<file path="src/hw/rtl/gvc_pkg.sv">
`timescale 1ns / 1ps
// ----------------------------------------------------------------------------
// gvc_pkg
// Shared types, codes and constants of the gravity vector compensation block.
// ----------------------------------------------------------------------------
package gvc_pkg;

  localparam int SAMPLE_W   = 16;
  localparam int DIR_FRAC   = 14;
  localparam int ADDR_W     = 4;
  localparam int DATA_W     = 32;

  localparam logic [16:0] ALPHA_ONE     = 17'd65536;
  localparam logic [16:0] ALPHA_RESET   = 17'd6554;
  localparam logic [15:0] GREF_RESET    = 16'd0;
  localparam logic [15:0] DZONE_RESET   = 16'd205;
  localparam logic [16:0] LEVEL_RESET   = 17'd10042;

  localparam logic [1:0] OP_MEASURE = 2'd0;
  localparam logic [1:0] OP_CAL     = 2'd1;
  localparam logic [1:0] OP_SMOOTH  = 2'd2;

  localparam logic [1:0] ST_MEASURED = 2'd0;
  localparam logic [1:0] ST_CAL      = 2'd1;
  localparam logic [1:0] ST_ZERO     = 2'd2;

  localparam logic [1:0] REG_ALPHA = 2'd0;
  localparam logic [1:0] REG_GREF  = 2'd1;
  localparam logic [1:0] REG_DZONE = 2'd2;

  typedef struct packed {
    logic [1:0]                 opcode;
    logic signed [SAMPLE_W-1:0] accel_x;
    logic signed [SAMPLE_W-1:0] accel_y;
    logic signed [SAMPLE_W-1:0] accel_z;
  } gvc_in_t;

  typedef struct packed {
    logic signed [17:0] linear_accel;
    logic [16:0]        magnitude;
    logic [1:0]         status;
  } gvc_out_t;

  typedef struct packed {
    logic [16:0] alpha;
    logic [15:0] g_ref;
    logic [15:0] dead_zone;
  } gvc_cfg_t;

  typedef enum logic [3:0] {
    DP_NOP, DP_LOAD, DP_SQ, DP_SQRT_INIT, DP_SQRT_STEP, DP_RES_ZERO, DP_RES_CAL,
    DP_MAC, DP_MEAS, DP_DIV_INIT, DP_DIV_STEP, DP_DIV_STORE, DP_COMMIT,
    DP_BLEND_A, DP_BLEND_B, DP_EMIT
  } gvc_cmd_e;

  typedef struct packed {
    gvc_cmd_e   cmd;
    logic [1:0] idx;
  } gvc_cmd_t;

  typedef struct packed {
    logic [1:0] op;
    logic       mag_zero;
  } gvc_sts_t;

  typedef enum logic [3:0] {
    S_IDLE, S_SQ, S_SQRT_INIT, S_SQRT, S_BRANCH, S_MAC, S_MEAS, S_DIV_INIT,
    S_DIV, S_DIV_STORE, S_COMMIT, S_BLEND_A, S_BLEND_B, S_DONE
  } gvc_state_e;

endpackage

</file>
<file path="src/hw/rtl/gravity_vector_compensation.sv">
`timescale 1ns / 1ps
// ----------------------------------------------------------------------------
// gravity_vector_compensation
// Removes gravity from accelerometer samples by projection onto a learned
// gravity direction, with calibrate and smooth calibrate operations.
// ----------------------------------------------------------------------------
// Items are taken one at a time: in_stall stays high from acceptance until
// the result is written to the result register, so a stalled output also
// holds the input. The time per item is set by the bit-serial square root
// (16 steps) and, for both calibrate operations, the three 15-step divisions.
// Reset clears direction to zero, level to 10042 and registers to defaults.
// ----------------------------------------------------------------------------
module gravity_vector_compensation import gvc_pkg::*; (
  input  logic              clk,
  input  logic              rst_n,
  input  logic              in_valid,
  output logic              in_stall,
  input  gvc_in_t           in_data,
  output logic              out_valid,
  input  logic              out_stall,
  output gvc_out_t          out_data,
  input  logic              psel,
  input  logic              penable,
  input  logic              pwrite,
  input  logic [ADDR_W-1:0] paddr,
  input  logic [DATA_W-1:0] pwdata,
  output logic [DATA_W-1:0] prdata,
  output logic              pready
);

  gvc_cfg_t cfg_r;
  gvc_cmd_t cmd;
  gvc_sts_t sts;

  assign pready = 1'b1;

  always_ff @(posedge clk) begin
    if (!rst_n) begin
      cfg_r.alpha     <= ALPHA_RESET;
      cfg_r.g_ref     <= GREF_RESET;
      cfg_r.dead_zone <= DZONE_RESET;
    end else if (psel && penable && pwrite) begin
      case (paddr[3:2])
        REG_ALPHA: cfg_r.alpha     <= pwdata[16:0];
        REG_GREF:  cfg_r.g_ref     <= pwdata[15:0];
        REG_DZONE: cfg_r.dead_zone <= pwdata[15:0];
        default: begin
        end
      endcase
    end
  end

  always_comb begin
    case (paddr[3:2])
      REG_ALPHA: prdata = {15'd0, cfg_r.alpha};
      REG_GREF:  prdata = {16'd0, cfg_r.g_ref};
      REG_DZONE: prdata = {16'd0, cfg_r.dead_zone};
      default:   prdata = '0;
    endcase
  end

  gvc_ctrl u_ctrl (
    .clk       (clk),
    .rst_n     (rst_n),
    .in_valid  (in_valid),
    .in_stall  (in_stall),
    .out_valid (out_valid),
    .out_stall (out_stall),
    .sts       (sts),
    .cmd       (cmd)
  );

  gvc_datapath u_dp (
    .clk      (clk),
    .rst_n    (rst_n),
    .in_data  (in_data),
    .cfg      (cfg_r),
    .cmd      (cmd),
    .sts      (sts),
    .out_data (out_data)
  );

endmodule

</file>
<file path="src/hw/rtl/gvc_ctrl.sv">
`timescale 1ns / 1ps
// ----------------------------------------------------------------------------
// gvc_ctrl
// Sequencer for the square sum, square root, divisions, blend and projection.
// ----------------------------------------------------------------------------
module gvc_ctrl import gvc_pkg::*; (
  input  logic     clk,
  input  logic     rst_n,
  input  logic     in_valid,
  output logic     in_stall,
  output logic     out_valid,
  input  logic     out_stall,
  input  gvc_sts_t sts,
  output gvc_cmd_t cmd
);

  gvc_state_e state_r, state_nxt;
  logic [3:0] cnt_r, cnt_nxt;
  logic [1:0] idx_r, idx_nxt;
  logic       out_valid_r, out_valid_nxt;

  always_ff @(posedge clk) begin
    if (!rst_n) begin
      state_r     <= S_IDLE;
      cnt_r       <= '0;
      idx_r       <= '0;
      out_valid_r <= 1'b0;
    end else begin
      state_r     <= state_nxt;
      cnt_r       <= cnt_nxt;
      idx_r       <= idx_nxt;
      out_valid_r <= out_valid_nxt;
    end
  end

  assign in_stall  = (state_r != S_IDLE);
  assign out_valid = out_valid_r;

  always_comb begin
    state_nxt     = state_r;
    cnt_nxt       = cnt_r;
    idx_nxt       = idx_r;
    out_valid_nxt = out_valid_r && out_stall;
    cmd.cmd       = DP_NOP;
    cmd.idx       = idx_r;
    case (state_r)
      S_IDLE: begin
        if (in_valid) begin
          cmd.cmd   = DP_LOAD;
          cnt_nxt   = '0;
          state_nxt = S_SQ;
        end
      end
      S_SQ: begin
        cmd.cmd = DP_SQ;
        cmd.idx = cnt_r[1:0];
        cnt_nxt = cnt_r + 4'd1;
        if (cnt_r == 4'd2) begin
          state_nxt = S_SQRT_INIT;
        end
      end
      S_SQRT_INIT: begin
        cmd.cmd   = DP_SQRT_INIT;
        cnt_nxt   = '0;
        state_nxt = S_SQRT;
      end
      S_SQRT: begin
        cmd.cmd = DP_SQRT_STEP;
        cnt_nxt = cnt_r + 4'd1;
        if (cnt_r == 4'd15) begin
          state_nxt = S_BRANCH;
        end
      end
      S_BRANCH: begin
        idx_nxt = '0;
        cnt_nxt = '0;
        if (sts.op != OP_CAL && sts.op != OP_SMOOTH) begin
          state_nxt = S_MAC;
        end else if (sts.mag_zero) begin
          cmd.cmd   = DP_RES_ZERO;
          state_nxt = S_DONE;
        end else begin
          cmd.cmd   = DP_RES_CAL;
          state_nxt = S_DIV_INIT;
        end
      end
      S_MAC: begin
        cmd.cmd = DP_MAC;
        cmd.idx = cnt_r[1:0];
        cnt_nxt = cnt_r + 4'd1;
        if (cnt_r == 4'd2) begin
          state_nxt = S_MEAS;
        end
      end
      S_MEAS: begin
        cmd.cmd   = DP_MEAS;
        state_nxt = S_DONE;
      end
      S_DIV_INIT: begin
        cmd.cmd   = DP_DIV_INIT;
        cnt_nxt   = '0;
        state_nxt = S_DIV;
      end
      S_DIV: begin
        cmd.cmd = DP_DIV_STEP;
        cnt_nxt = cnt_r + 4'd1;
        if (cnt_r == 4'd14) begin
          state_nxt = S_DIV_STORE;
        end
      end
      S_DIV_STORE: begin
        cmd.cmd = DP_DIV_STORE;
        if (idx_r == 2'd2) begin
          idx_nxt   = '0;
          state_nxt = (sts.op == OP_CAL) ? S_COMMIT : S_BLEND_A;
        end else begin
          idx_nxt   = idx_r + 2'd1;
          state_nxt = S_DIV_INIT;
        end
      end
      S_COMMIT: begin
        cmd.cmd   = DP_COMMIT;
        state_nxt = S_DONE;
      end
      S_BLEND_A: begin
        cmd.cmd   = DP_BLEND_A;
        state_nxt = S_BLEND_B;
      end
      S_BLEND_B: begin
        cmd.cmd = DP_BLEND_B;
        idx_nxt = idx_r + 2'd1;
        if (idx_r == 2'd3) begin
          state_nxt = S_DONE;
        end else begin
          state_nxt = S_BLEND_A;
        end
      end
      S_DONE: begin
        if (!out_valid_r || !out_stall) begin
          cmd.cmd       = DP_EMIT;
          out_valid_nxt = 1'b1;
          state_nxt     = S_IDLE;
        end
      end
      default: begin
        state_nxt = S_IDLE;
      end
    endcase
  end

endmodule

</file>
<file path="src/hw/rtl/gvc_datapath.sv">
`timescale 1ns / 1ps
// ----------------------------------------------------------------------------
// gvc_datapath
// Shared multiplier, bit-serial square root and divider, and gravity state.
// ----------------------------------------------------------------------------
module gvc_datapath import gvc_pkg::*; (
  input  logic     clk,
  input  logic     rst_n,
  input  gvc_in_t  in_data,
  input  gvc_cfg_t cfg,
  input  gvc_cmd_t cmd,
  output gvc_sts_t sts,
  output gvc_out_t out_data
);

  gvc_in_t            smp_r;
  logic signed [37:0] acc_r;
  logic [31:0]        sq_r;
  logic [17:0]        srem_r;
  logic [15:0]        root_r;
  logic [15:0]        drem_r;
  logic [14:0]        numsh_r;
  logic [14:0]        q_r;
  logic signed [15:0] nd_r [3];
  logic signed [15:0] dir_r [3];
  logic [16:0]        level_r;
  logic signed [17:0] res_lin_r;
  logic [1:0]         res_st_r;
  gvc_out_t           out_r;

  logic signed [15:0] a_sel;
  logic [15:0]        a_abs;
  logic [29:0]        num;
  logic [16:0]        al;
  logic [16:0]        inv_al;
  logic [16:0]        target;
  logic signed [17:0] mul_a, mul_b;
  logic signed [35:0] prod;
  logic signed [37:0] bsum, bres, vert, diff, adiff;
  logic [19:0]        st_t, st_trial;
  logic [16:0]        dt;
  logic signed [17:0] lin;

  always_comb begin
    case (cmd.idx)
      2'd0:    a_sel = smp_r.accel_x;
      2'd1:    a_sel = smp_r.accel_y;
      default: a_sel = smp_r.accel_z;
    endcase
  end

  assign a_abs  = a_sel[15] ? 16'(-a_sel) : 16'(a_sel);
  assign num    = {a_abs, 14'd0} + {15'd0, root_r[15:1]};
  assign al     = (cfg.alpha > ALPHA_ONE) ? ALPHA_ONE : cfg.alpha;
  assign inv_al = ALPHA_ONE - al;
  assign target = (cfg.g_ref != 16'd0) ? {1'b0, cfg.g_ref} : {1'b0, root_r};

  always_comb begin
    mul_a = {{2{a_sel[15]}}, a_sel};
    mul_b = {{2{a_sel[15]}}, a_sel};
    case (cmd.cmd)
      DP_MAC: begin
        mul_b = (cmd.idx == 2'd3) ? 18'sd0 : 18'(dir_r[cmd.idx]);
      end
      DP_BLEND_A: begin
        mul_a = $signed({1'b0, al});
        mul_b = (cmd.idx == 2'd3) ? $signed({1'b0, target}) : 18'(nd_r[cmd.idx]);
      end
      DP_BLEND_B: begin
        mul_a = $signed({1'b0, inv_al});
        mul_b = (cmd.idx == 2'd3) ? $signed({1'b0, level_r}) : 18'(dir_r[cmd.idx]);
      end
      default: begin
      end
    endcase
  end

  assign prod     = mul_a * mul_b;
  assign bsum     = acc_r + 38'(prod);
  assign bres     = bsum >>> 16;
  assign st_t     = {srem_r[17:0], sq_r[31:30]};
  assign st_trial = {2'b00, root_r, 2'b01};
  assign dt       = {drem_r, numsh_r[14]};
  assign vert     = (acc_r + 38'sd8192) >>> DIR_FRAC;
  assign diff     = vert - $signed({21'd0, level_r});
  assign adiff    = diff[37] ? -diff : diff;

  always_comb begin
    if (adiff < $signed({22'd0, cfg.dead_zone})) begin
      lin = '0;
    end else if (diff > 38'sd131071) begin
      lin = 18'sd131071;
    end else if (diff < -38'sd131072) begin
      lin = -18'sd131072;
    end else begin
      lin = diff[17:0];
    end
  end

  always_ff @(posedge clk) begin
    if (!rst_n) begin
      dir_r[0] <= '0;
      dir_r[1] <= '0;
      dir_r[2] <= '0;
      level_r  <= LEVEL_RESET;
    end else begin
      case (cmd.cmd)
        DP_COMMIT: begin
          dir_r[0] <= nd_r[0];
          dir_r[1] <= nd_r[1];
          dir_r[2] <= nd_r[2];
          level_r  <= target;
        end
        DP_BLEND_B: begin
          if (cmd.idx == 2'd3) begin
            level_r <= bres[16:0];
          end else begin
            dir_r[cmd.idx] <= bres[15:0];
          end
        end
        default: begin
        end
      endcase
    end
  end

  always_ff @(posedge clk) begin
    case (cmd.cmd)
      DP_LOAD: smp_r <= in_data;
      DP_SQ: acc_r <= (cmd.idx == 2'd0) ? 38'(prod) : bsum;
      DP_MAC: acc_r <= (cmd.idx == 2'd0) ? 38'(prod) : bsum;
      DP_SQRT_INIT: begin
        sq_r   <= acc_r[31:0];
        srem_r <= '0;
        root_r <= '0;
      end
      DP_SQRT_STEP: begin
        sq_r <= {sq_r[29:0], 2'b00};
        if (st_t >= st_trial) begin
          srem_r <= 18'(st_t - st_trial);
          root_r <= {root_r[14:0], 1'b1};
        end else begin
          srem_r <= st_t[17:0];
          root_r <= {root_r[14:0], 1'b0};
        end
      end
      DP_RES_ZERO: begin
        res_lin_r <= '0;
        res_st_r  <= ST_ZERO;
      end
      DP_RES_CAL: begin
        res_lin_r <= '0;
        res_st_r  <= ST_CAL;
      end
      DP_MEAS: begin
        res_lin_r <= lin;
        res_st_r  <= ST_MEASURED;
      end
      DP_DIV_INIT: begin
        drem_r  <= {1'b0, num[29:15]};
        numsh_r <= num[14:0];
        q_r     <= '0;
      end
      DP_DIV_STEP: begin
        numsh_r <= {numsh_r[13:0], 1'b0};
        if (dt >= {1'b0, root_r}) begin
          drem_r <= 16'(dt - {1'b0, root_r});
          q_r    <= {q_r[13:0], 1'b1};
        end else begin
          drem_r <= dt[15:0];
          q_r    <= {q_r[13:0], 1'b0};
        end
      end
      DP_DIV_STORE: begin
        if (cmd.idx != 2'd3) begin
          nd_r[cmd.idx] <= a_sel[15] ? -$signed({1'b0, q_r}) : $signed({1'b0, q_r});
        end
      end
      DP_BLEND_A: acc_r <= 38'(prod) + 38'sd32768;
      DP_EMIT: begin
        out_r.linear_accel <= res_lin_r;
        out_r.magnitude    <= (res_st_r == ST_ZERO) ? 17'd0 : {1'b0, root_r};
        out_r.status       <= res_st_r;
      end
      default: begin
      end
    endcase
  end

  assign sts.op       = smp_r.opcode;
  assign sts.mag_zero = (root_r == 16'd0);
  assign out_data     = out_r;

endmodule

</file>
<file path="config.mk">
export PLATFORM = sky130hd
export DESIGN_NAME = gravity_vector_compensation
export DESIGN_NICKNAME = d
export VERILOG_FILES = /design/src/hw/rtl/gvc_pkg.sv /design/src/hw/rtl/gravity_vector_compensation.sv /design/src/hw/rtl/gvc_ctrl.sv /design/src/hw/rtl/gvc_datapath.sv
export SDC_FILE = /design/constraint.sdc
export NUM_CORES = 2
export LEC_CHECK = 0
export BUFFER_PORTS_ARGS = -buffer_cell sky130_fd_sc_hd__buf_4
export CORE_MARGIN = 5
export CORE_UTILIZATION = 64
export DETAILED_ROUTE_END_ITERATION = 10
export HOLD_SLACK_MARGIN = 0.06
export PLACE_DENSITY = 0.82
export SETUP_SLACK_MARGIN = 0.2
export SLEW_MARGIN = 30
export SYNTH_ARGS = -nofsm -noshare
export SYNTH_HDL_FRONTEND = slang
export SYNTH_SLANG_ARGS = --single-unit
</file>
<file path="constraint.sdc">
create_clock -name clk -period 12.82 [get_ports clk]
set_input_delay 1.282 -clock clk [delete_from_list [all_inputs] [get_ports clk]]
set_output_delay 1.282 -clock clk [all_outputs]
set_load 0.02 [all_outputs]
</file>
==> metrics.txt <==
# TYPE chip_impl_metric gauge
chip_impl_metric{name="via_per_inst",unit=""} 6.38
chip_impl_info{name="synth_most_common_cell",value="sky130_fd_sc_hd__nand2_1"} 1
chip_impl_metric{name="cts.hold.buffers_added",unit=""} 0
chip_impl_metric{name="period_share",unit="%"} 94.0
chip_impl_metric{name="num_rows",unit=""} 90
chip_impl_metric{name="cp_slowest_stage_delay",unit="ns"} 0.86
chip_impl_metric{name="clkTransAtPathRegs",unit="ns"} 0.06
chip_impl_metric{name="fin_skew",unit="ns"} 0.0580
chip_impl_metric{name="detailroute.via_count",unit=""} 33900
chip_impl_metric{name="syn_area",unit="sq mm"} 0.0393
chip_impl_metric{name="synth.top_cell.area_share",unit="%"} 26.9
chip_impl_info{name="ys_top_cells_by_count",value="sky130_fd_sc_hd__nand2_1, sky130_fd_sc_hd__inv_1, sky130_fd_sc_hd__nor2_1"} 1
chip_impl_metric{name="synthesis.instances",unit=""} 4362
chip_impl_info{name="cts_tree",value="built"} 1
chip_impl_metric{name="net_count_final",unit=""} 5138
chip_impl_metric{name="synth_cell_types",unit=""} 94
chip_impl_metric{name="timing_max_transition_violations_final",unit=""} 0
chip_impl_metric{name="timing.final.hold_violations",unit=""} 0
chip_impl_metric{name="postSynthAreaPerCell",unit="sq um"} 9.01
chip_impl_info{name="run_status",value="complete, no violations"} 1
chip_impl_metric{name="share_of_cells_above_drive_strength_1",unit="%"} 9.63
chip_impl_info{name="setup.worst_path.end_class",value="register"} 1
chip_impl_info{name="grt_setup_unrepaired",value="no"} 1
chip_impl_info{name="top_ff_cell_synth",value="sky130_fd_sc_hd__edfxtp_1"} 1
chip_impl_metric{name="clkLatencyLatePin",unit="ns"} 0.63
chip_impl_metric{name="grt_first_pass_wirelength",unit="um"} 183000
chip_impl_metric{name="grt.overflow.total",unit=""} 0
chip_impl_metric{name="detailedRoute.firstIterationViolations",unit=""} 3874
chip_impl_metric{name="gr-usage-all-layers",unit="%"} 35.0
chip_impl_metric{name="worst-path-max-fanout",unit=""} 27
chip_impl_metric{name="number_of_clock_buffers_inserted_by_tritoncts",unit=""} 47
chip_impl_info{name="critPathCapture",value="u_dp.acc_r[30]$_DFFE_PP_"} 1
chip_impl_metric{name="antenna_found_initial",unit=""} 4
chip_impl_metric{name="flow.area_growth_from_synthesis",unit="%"} 10.3
chip_impl_metric{name="dr.pass1.iters",unit=""} 6
chip_impl_metric{name="residual_antenna_violating_net_count_after_detailed_routing",unit=""} 0
chip_impl_info{name="timing_worst_setup_path_type",value="register to register"} 1
chip_impl_metric{name="die_h",unit="um"} 258
chip_impl_metric{name="routed_wirelength",unit="um"} 119000
chip_impl_metric{name="port_buffers",unit=""} 130
chip_impl_metric{name="postSynth.asyncResetShare",unit="%"} 0
chip_impl_metric{name="htreeDepth",unit=""} 2
chip_impl_info{name="post-synth-top-area-cell",value="sky130_fd_sc_hd__edfxtp_1"} 1
chip_impl_metric{name="routed_wire_length_per_instance",unit="um"} 22.3
chip_impl_info{name="min_path_type",value="register to register"} 1
chip_impl_metric{name="synth_seq_cells",unit=""} 429
chip_impl_metric{name="grt_max_degree",unit=""} 67
chip_impl_metric{name="grt_pass1_vias",unit=""} 33000
chip_impl_info{name="synth_area_leaders",value="sky130_fd_sc_hd__edfxtp_1, sky130_fd_sc_hd__fa_1, sky130_fd_sc_hd__ha_1"} 1
chip_impl_metric{name="num_io_pins",unit=""} 165
chip_impl_metric{name="timing.slew.headroom",unit="%"} 28.3
chip_impl_info{name="clockRootBuffer",value="sky130_fd_sc_hd__clkbuf_16"} 1
chip_impl_metric{name="number_of_flops_mapped_to_enable_cells_by_yosys",unit=""} 352
chip_impl_metric{name="rr_worst_depth",unit=""} 36
chip_impl_metric{name="place.gp.congestion",unit=""} 0.993
chip_impl_metric{name="seq_area_frac_synth",unit="%"} 30.8
chip_impl_metric{name="clock_sinks",unit=""} 429
chip_impl_metric{name="floorplan.core_area",unit="sq mm"} 0.0606
chip_impl_metric{name="period_minus_slack",unit="ns"} 12.05
chip_impl_metric{name="timing.max_cap.violations",unit=""} 0
chip_impl_metric{name="nFillCells",unit=""} 4526
chip_impl_metric{name="ff2ff_setup_slack",unit="ns"} 0.77
chip_impl_info{name="cp_slowest_cell",value="sky130_fd_sc_hd__fa_1"} 1
chip_impl_info{name="worstSetupStartpoint",value="u_ctrl.state_r[2]$_SDFFE_PN0P_"} 1
chip_impl_metric{name="maxClockFrequency",unit="MHz"} 83.0
chip_impl_metric{name="multi_input_comb_area",unit="sq mm"} 0.0247
chip_impl_metric{name="remaining_drc_errors",unit=""} 0
chip_impl_metric{name="cp.required",unit="ns"} 13.17
chip_impl_metric{name="setup-violations-final",unit=""} 0
chip_impl_metric{name="setup_tns",unit="ns"} 0
chip_impl_metric{name="yosys_warnings",unit=""} 0
chip_impl_info{name="critical_path.reg2reg.startpoint",value="u_ctrl.state_r[2]$_SDFFE_PN0P_"} 1
chip_impl_metric{name="worst_ep_arrival_time",unit="ns"} 12.40
chip_impl_metric{name="die_w",unit="um"} 258
chip_impl_metric{name="worst_slew_pin_slew",unit="ns"} 1.07
chip_impl_metric{name="initial_utilization",unit="%"} 64.9
chip_impl_metric{name="clockBufferDepth",unit=""} 3
chip_impl_info{name="rr_endpoint",value="u_dp.acc_r[30]$_DFFE_PP_"} 1
chip_impl_metric{name="register_area",unit="sq mm"} 0.0121
chip_impl_metric{name="dp_hpwl",unit="um"} 91200
chip_impl_info{name="critPathLaunchType",value="register"} 1
chip_impl_metric{name="die_area",unit="sq mm"} 0.0665
## worst max-delay path, delay by kind of cell, from the launching register on
kind,cells,cell delay [ns]
xor gates and xnor gates,2,0.94
adders and majority gates,8,4.23
and+or+nand+nor,9,2.07
DFF,1,0.56
buffers and inverters,9,1.84
AOI/OAI and AO/OA,8,2.11
## cells in the final DEF (no fill, tap or decap), types with 17 or more instances in the layout
| cell | instances |
|---|---|
| sky130_fd_sc_hd__a211oi_1 | 52 |
| sky130_fd_sc_hd__a21o_1 | 59 |
| sky130_fd_sc_hd__a21oi_1 | 245 |
| sky130_fd_sc_hd__a22o_1 | 50 |
| sky130_fd_sc_hd__a31oi_1 | 36 |
| sky130_fd_sc_hd__and2_1 | 63 |
| sky130_fd_sc_hd__and3_1 | 35 |
| sky130_fd_sc_hd__buf_4 | 266 |
| sky130_fd_sc_hd__clkbuf_16 | 48 |
| sky130_fd_sc_hd__conb_1 | 17 |
| sky130_fd_sc_hd__dfxtp_1 | 77 |
| sky130_fd_sc_hd__edfxtp_1 | 352 |
| sky130_fd_sc_hd__fa_1 | 332 |
| sky130_fd_sc_hd__ha_1 | 212 |
| sky130_fd_sc_hd__inv_1 | 529 |
| sky130_fd_sc_hd__mux2i_1 | 59 |
| sky130_fd_sc_hd__nand2_1 | 646 |
| sky130_fd_sc_hd__nand2b_1 | 43 |
| sky130_fd_sc_hd__nand3_1 | 91 |
| sky130_fd_sc_hd__nand4_1 | 35 |
| sky130_fd_sc_hd__nor2_1 | 359 |
| sky130_fd_sc_hd__nor2b_1 | 39 |
| sky130_fd_sc_hd__nor3_1 | 56 |
| sky130_fd_sc_hd__nor4_1 | 27 |
| sky130_fd_sc_hd__o211ai_1 | 35 |
| sky130_fd_sc_hd__o21a_1 | 40 |
| sky130_fd_sc_hd__o21ai_0 | 191 |
| sky130_fd_sc_hd__o31ai_1 | 18 |
| sky130_fd_sc_hd__or2_2 | 20 |
| sky130_fd_sc_hd__or3_1 | 31 |
| sky130_fd_sc_hd__xnor2_1 | 114 |
| sky130_fd_sc_hd__xor2_1 | 72 |
## worst min-delay path by stage
stage	slack, ns	end	start	cells after the start
6_report	0.41	u_dp.out_data[34]$_DFFE_PN_	u_dp.res_lin_r[15]$_SDFFCE_PP0P_	0
5_1_grt	0.42	u_dp.out_data[34]$_DFFE_PN_	u_dp.res_lin_r[15]$_SDFFCE_PP0P_	0
4_1_cts	0.41	u_dp.out_data[34]$_DFFE_PN_	u_dp.res_lin_r[15]$_SDFFCE_PP0P_	0
3_5_place_dp	0.40	u_dp.out_data[28]$_DFFE_PN_	u_dp.res_lin_r[9]$_SDFFCE_PP0P_	0
3_3_place_gp	0.40	u_dp.out_data[32]$_DFFE_PN_	u_dp.res_lin_r[13]$_SDFFCE_PP0P_	0
2_1_floorplan	0.40	u_dp.out_data[19]$_DFFE_PN_	u_dp.res_lin_r[0]$_SDFFCE_PP0P_	0
## stage by stage
step           instance area [sq um]  instances  util [%]  worst slack, ns  hold slack [ns]
6_report                       43300       5324      71.5            0.773            0.412
5_1_grt                        43300       5322      71.5            0.219            0.416
4_1_cts                        43300       5318      71.4            0.657            0.410
3_5_place_dp                   41700       5230      68.8            0.330            0.405
3_3_place_gp                   41700       5229      68.8            0.538            0.400
2_1_floorplan                  39400       4377         -             1.38            0.400
## flip-flops by register name, indices dropped and copies added, names as in the netlist, 16 cells and up
register,count
u_dp.sq_r,32
u_dp.out_data,36
u_dp.nd_r,48
cfg_r,49
u_dp.level_r,17
u_dp.res_lin_r,18
u_dp.root_r,16
u_dp.drem_r,16
u_dp.srem_r,18
u_dp.acc_r,38
u_dp.dir_r,48
u_dp.smp_r,48
## cells by family (layout without fill, tap and decap cells)
group / count (synthesis) / count (layout) / share of synthesized area, %
AOI/OAI and AO/OA: 886 / 886 / 14.6
xor gates and xnor gates: 190 / 190 / 4.27
adders and majority gates: 544 / 544 / 23.7
buffers and inverters: 727 / 890 / 7.13
DFF: 429 / 429 / 30.8
muxes: 74 / 74 / 2.11
other: 2 / 19 / 0.0191
and+or+nand+nor: 1510 / 1510 / 17.4
## what timing repair did
action | in CTS | in global routing
setup endpoints to repair | 0 | 16
resized for setup | 0 | 7
buffers inserted | 0 | 3
endpoints found under the hold margin | 0 | 0
## per-layer routing
| layer | GRT usage (%) | up-vias | share of wire [%] |
|---|---|---|---|
| li1 | - | 15100 | - |
| met1 | 44.0 | 16300 | 36 |
| met2 | 55.5 | 2003 | 45 |
| met3 | 9.71 | 511 | 13 |
| met4 | 18.7 | 4 | 6.5 |
| met5 | 0 | - | 0.018 |
## layout make-up
cell class              instances  share of cell area, %
clock inverters                27                  0.647
clock buffers                  61                   2.92
flip-flops and latches        429                   27.9
inverters                     533                   4.62
repair buffers                269                   4.71
diodes                          2                 0.0115
well taps                     782                   2.26
multi-input cells            3221                   56.9
Power is left out: the tool's default activity adds up to more than one toggle a clock period on the data nets, which glitch-free logic cannot reach.
